### src/rtl/assert_macros.svh
`ifndef ASSERT_MACROS_SVH
`define ASSERT_MACROS_SVH
// implication checked on every clock edge outside reset
`define ASSERT_IMPL(label, clk, rst, cond, expr, msg) \
   label: assert property (@(posedge clk) disable iff (rst) (cond) |-> (expr)) \
      else $error(msg);
// next-cycle implication checked outside reset
`define ASSERT_NEXT(label, clk, rst, cond, expr, msg) \
   label: assert property (@(posedge clk) disable iff (rst) (cond) |=> (expr)) \
      else $error(msg);
`endif

### src/rtl/pvma_pkg.sv
package pvma_pkg;
   localparam int NUM_SUMS = 10;
   localparam int SUM_W    = 64;
   localparam int NUM_AXES = 3;
   // per-triangle term width, products stay well under this
   localparam int TERM_W   = 64;
   localparam int CRD_W    = 10;

   typedef logic signed [TERM_W-1:0] term_type;
   typedef logic signed [SUM_W-1:0]  sum_type;

   // what one axis lane produces
   typedef struct packed {
      term_type f1;
      term_type f2;
      term_type f3;
      term_type g0;
      term_type g1;
      term_type g2;
   } axis_terms_type;

   // control handed from the lane stage to the merge stage
   typedef struct packed {
      logic valid;
      logic last;
   } stage_ctl_type;

   function automatic sum_type sat_add(sum_type a, term_type b);
      logic signed [SUM_W:0] s;
      s = {a[SUM_W-1], a} + {b[TERM_W-1], b};
      if (s[SUM_W] != s[SUM_W-1])
         sat_add = s[SUM_W] ? {1'b1, {(SUM_W-1){1'b0}}} : {1'b0, {(SUM_W-1){1'b1}}};
      else
         sat_add = s[SUM_W-1:0];
   endfunction
endpackage

### src/rtl/pvma_axis_lane.sv
// one axis: f and g polynomial terms over two registered stages
module pvma_axis_lane #(
   parameter int COORD_BITS = 10
) (
   input  logic                          clock,
   input  logic                          advance,
   input  logic signed [COORD_BITS-1:0]  w0,
   input  logic signed [COORD_BITS-1:0]  w1,
   input  logic signed [COORD_BITS-1:0]  w2,
   output pvma_pkg::axis_terms_type      terms
);
   localparam int SW = 2*COORD_BITS + 4;
   logic signed [SW-1:0] p_ff, p_in, f2_ff, f2_in, sq0_ff, sq0_in;
   logic signed [COORD_BITS+1:0] f1_ff, f1_in;
   logic signed [COORD_BITS-1:0] w0_ff, w1_ff, w2_ff;
   pvma_pkg::axis_terms_type terms_ff, terms_in;
   logic signed [COORD_BITS+1:0] s01;

   always_comb begin
      s01    = (COORD_BITS+2)'(w0) + (COORD_BITS+2)'(w1);
      f1_in  = s01 + (COORD_BITS+2)'(w2);
      sq0_in = SW'(w0 * w0);
      p_in   = sq0_in + SW'(w1 * s01);
      f2_in  = p_in + SW'(w2 * f1_in);
   end

   always_comb begin
      terms_in.f1 = pvma_pkg::TERM_W'(f1_ff);
      terms_in.f2 = pvma_pkg::TERM_W'(f2_ff);
      terms_in.f3 = pvma_pkg::TERM_W'(w0_ff * sq0_ff) + pvma_pkg::TERM_W'(w1_ff * p_ff)
                  + pvma_pkg::TERM_W'(w2_ff * f2_ff);
      terms_in.g0 = pvma_pkg::TERM_W'(f2_ff) + pvma_pkg::TERM_W'(w0_ff * (f1_ff + w0_ff));
      terms_in.g1 = pvma_pkg::TERM_W'(f2_ff) + pvma_pkg::TERM_W'(w1_ff * (f1_ff + w1_ff));
      terms_in.g2 = pvma_pkg::TERM_W'(f2_ff) + pvma_pkg::TERM_W'(w2_ff * (f1_ff + w2_ff));
   end

   always_ff @(posedge clock) begin
      if (advance) begin
         p_ff <= p_in;
         f2_ff <= f2_in;
         sq0_ff <= sq0_in;
         f1_ff <= f1_in;
         w0_ff <= w0;
         w1_ff <= w1;
         w2_ff <= w2;
         terms_ff <= terms_in;
      end
   end

   assign terms = terms_ff;
endmodule

### config.mk
export PLATFORM = sky130hd
export DESIGN_NAME = pvma_axis_lane
export DESIGN_NICKNAME = d
export VERILOG_FILES = /design/src/rtl/assert_macros.svh /design/src/rtl/pvma_pkg.sv /design/src/rtl/pvma_axis_lane.sv
export SDC_FILE = /design/constraint.sdc
export NUM_CORES = 2
export LEC_CHECK = 0
export ABC_AREA = 1
export ABC_CLOCK_PERIOD_IN_PS = 16600
export BUFFER_PORTS_ARGS = -buffer_cell sky130_fd_sc_hd__buf_2
export CAP_MARGIN = 25
export CORE_ASPECT_RATIO = 1.1
export CORE_MARGIN = 2
export CORE_UTILIZATION = 45
export CTS_CLUSTER_DIAMETER = 120
export CTS_CLUSTER_SIZE = 20
export DETAILED_ROUTE_END_ITERATION = 8
export PLACE_DENSITY = 0.71
export SETUP_SLACK_MARGIN = 0.02
export SYNTH_ARGS = -nofsm -noshare
export SYNTH_HDL_FRONTEND = slang
export SYNTH_SLANG_ARGS = --single-unit
### constraint.sdc
create_clock -name clock -period 16.6 [get_ports clock]
set_input_delay 3.32 -clock clock [delete_from_list [all_inputs] [get_ports clock]]
set_output_delay 3.32 -clock clock [all_outputs]
set_load 0.02 [all_outputs]
==> impl_metrics.env <==
export IMPL_status="complete, no violations"
export IMPL_detail_route_antenna_nets=0
export IMPL_reg2reg_from="w0_ff[9]$_DFFE_PP_"
export IMPL_rrSetupSlack_ps=8870
export IMPL_avgSynthCellArea_um2=8.72
export IMPL_skew_ps=69.0
export IMPL_hold_end="terms[320]$_DFFE_PP_"
export IMPL_fin_crit_ps=13880
export IMPL_seqCellArea_um2=7390
export IMPL_reg2reg_depth=23
export IMPL_io_buffers=415
export IMPL_cts_buffers_inserted=20
export IMPL_rows=148
export IMPL_die_y_um=408
export IMPL_crit_top_cell="fa_1"
export IMPL_ys_seq_elements=246
export IMPL_layout_nets=9751
export IMPL_grt_pass1_vias=53700
export IMPL_final_common_cell="inv_1"
export IMPL_synthesis_area_um2=66900
export IMPL_clk_latency_ps=640
export IMPL_routed_via_density=5.09
export IMPL_drive_above_1_share_pct=7.88
export IMPL_die_area_um2=152000
export IMPL_async_reset_ff_share_pct=0
export IMPL_multi_input_area_um2=49100
export IMPL_rsz0062_at_grt="false"
export IMPL_num_fill_cells=14100
export IMPL_critPathKind="in -> reg"
export IMPL_grtUsageTotal_pct=25.2
export IMPL_maxSlewViolCount=0
export IMPL_drt_wl_total_um=185000
export IMPL_worst_pin_slew_ps=955
export IMPL_coreArea_um2=148000
export IMPL_grt_max_degree=94
export IMPL_grt_antenna_before_repair=9
export IMPL_cts_hold_buf=0
export IMPL_drt_first_pass_iters=6
export IMPL_yosysSeqAreaShare_pct=11.0
export IMPL_r2r_end="terms[224]$_DFFE_PP_"
export IMPL_cpMaxStageDelayCell="fa_1"
export IMPL_fin_setup_tns_ps=0
export IMPL_clock_fmax_mhz=72.0
export IMPL_overflow=0
export IMPL_syn_to_final_growth_pct=4.73
export IMPL_cts_setup_buffers=0
export IMPL_wl_per_cell_um=19.1
export IMPL_hp_start="f1_ff[0]$_DFFE_PP_"
export IMPL_htreeDepth=1
export IMPL_end_kind="flip-flop"
export IMPL_num_vias=49300
export IMPL_setup_viol=0
export IMPL_dp_final_hpwl_um=157000
export IMPL_cts_tree="yes"
export IMPL_synth_edff_count=246
export IMPL_layout_common_cells="inv_1 (2,046), nand2_1 (1,566), fa_1 (1,452)"
export IMPL_hold_viol=0
export IMPL_synth_top_cell_area_share_pct=43.5
export IMPL_drv_cap=0
export IMPL_die_w_um=372
export IMPL_clkTransAtPathRegs_ps=90
export IMPL_fin_crit_sh_pct=83.6
export IMPL_drtIter0Drc=3140
export IMPL_synthCells=7667
export IMPL_drc=0
export IMPL_critPathMaxFanout=15
export IMPL_slew_limit_headroom_pct=36.1
export IMPL_grt_pass1_wl_um=296000
export IMPL_yosysWarnings=0
export IMPL_clock_path_buffers=3
export IMPL_hp_class="reg -> reg"
export IMPL_arrival_ps=14270
export IMPL_synth_area_top_cells="fa_1 (43%), inv_1 (11%), edfxtp_1 (11%)"
export IMPL_hold_depth=0
export IMPL_ctsRootBufferMaster="clkbuf_16"
export IMPL_critPathMaxStageDelay_ps=530
export IMPL_yosysTopAreaCell="fa_1"
export IMPL_yosysUniqueCellTypes=43
export IMPL_io_pins=416
export IMPL_required_ps=16990
export IMPL_ctsResizeCount=0
export IMPL_globalplace_congestion=0.954
export IMPL_start_util_pct=45.2
export IMPL_cts_sinks=246
export IMPL_ys_flop_type="edfxtp_1"
export IMPL_start_kind="input port"
cell families (layout without fill, tap and decap cells):
logic type / after synthesis / after routing / share of synthesized area, %
adder cells (fa/ha/maj): 2004 / 2004 / 53.8
AO/OA/AOI/OAI: 395 / 395 / 3.30
AND/OR/NAND/NOR: 2340 / 2340 / 14.1
XOR/XNOR: 169 / 169 / 2.25
flip-flops: 246 / 246 / 11.0
other: 2 / 6 / 0.0112
buffers and inverters: 2511 / 2570 / 15.5
stage by stage:
step / worst slack (ps) / instance area, um^2 / hold WS, ps / instances / utilization, %
final: 2720 / 70000 / 794 / 9680 / 47.4
after global routing: 2040 / 70000 / 783 / 9677 / 47.4
after CTS: 2800 / 69900 / 779 / 9673 / 47.3
after detailed placement: 2150 / 69200 / 752 / 9639 / 46.8
after global placement: 2300 / 69200 / 741 / 9638 / 46.8
after floorplan: 3150 / 66900 / 493 / 7668 / -
synth_stat cells, types with 20 or more instances:
| cell type | count |
|---|---|
| edfxtp_1 | 246 |
| ha_1 | 552 |
| o21ai_0 | 106 |
| nand3_1 | 185 |
| nand2_1 | 1566 |
| a31oi_1 | 20 |
| fa_1 | 1452 |
| o21bai_1 | 20 |
| buf_4 | 243 |
| xor2_1 | 106 |
| nor3_1 | 25 |
| clkbuf_1 | 188 |
| inv_1 | 2046 |
| a21o_1 | 26 |
| a21oi_1 | 191 |
| xnor2_1 | 60 |
| nor2_1 | 418 |
| nand4_1 | 44 |
| or2_2 | 76 |
routing by layer:
metal	track usage [%]	wire length, um	vias up	part of all wire (%)
met5	0	51	-	0.028
met4	13.2	12000	8	6.5
met3	3.49	12500	507	6.7
met2	44.0	91100	1847	49
met1	30.1	69600	24700	38
li1	-	-	22200	-
worst max-delay path, delay by kind of cell:
kind                       cells  cell delay [ps]
adders and majority gates     16             7040
and+or+nand+nor               12             1390
AOI/OAI and AO/OA              4             1120
buffers and inverters         10              700
xor gates and xnor gates       2              690
state kept, by name, summed over array words and instances, names as in the netlist:
| register | cells |
|---|---|
| w1_ff | 10 |
| w0_ff | 9 |
| sq0_ff | 19 |
| f2_ff | 23 |
| terms | 141 |
| w2_ff | 10 |
| p_ff | 22 |
| f1_ff | 12 |
layout make-up:
cell class / instances / share of cell area [%]
multi-input combinational: 4911 / 70.2
antenna: 3 / 0.0107
sequential: 246 / 10.6
tap: 1950 / 3.48
clock buffer: 21 / 0.720
timing repair buffer: 474 / 3.74
clock inverter: 13 / 0.266
inverter: 2062 / 11.1
worst max-delay path by stage:
stage	startpoint	endpoint	slack, ps	depth (start not counted)
detailed placement	w0[1]	f2_ff[18]$_DFFE_PP_	2150	44
floorplan	w0[2]	f2_ff[22]$_DFFE_PP_	3150	47
global route	w0[1]	f2_ff[22]$_DFFE_PP_	2040	49
finish	w0[1]	f2_ff[18]$_DFFE_PP_	2720	44
CTS	w0[1]	f2_ff[18]$_DFFE_PP_	2800	44
global placement	w0[2]	f2_ff[18]$_DFFE_PP_	2300	44
Power is left out: the tool's default activity adds up to more than one toggle a clock period on the data nets, which glitch-free logic cannot reach.
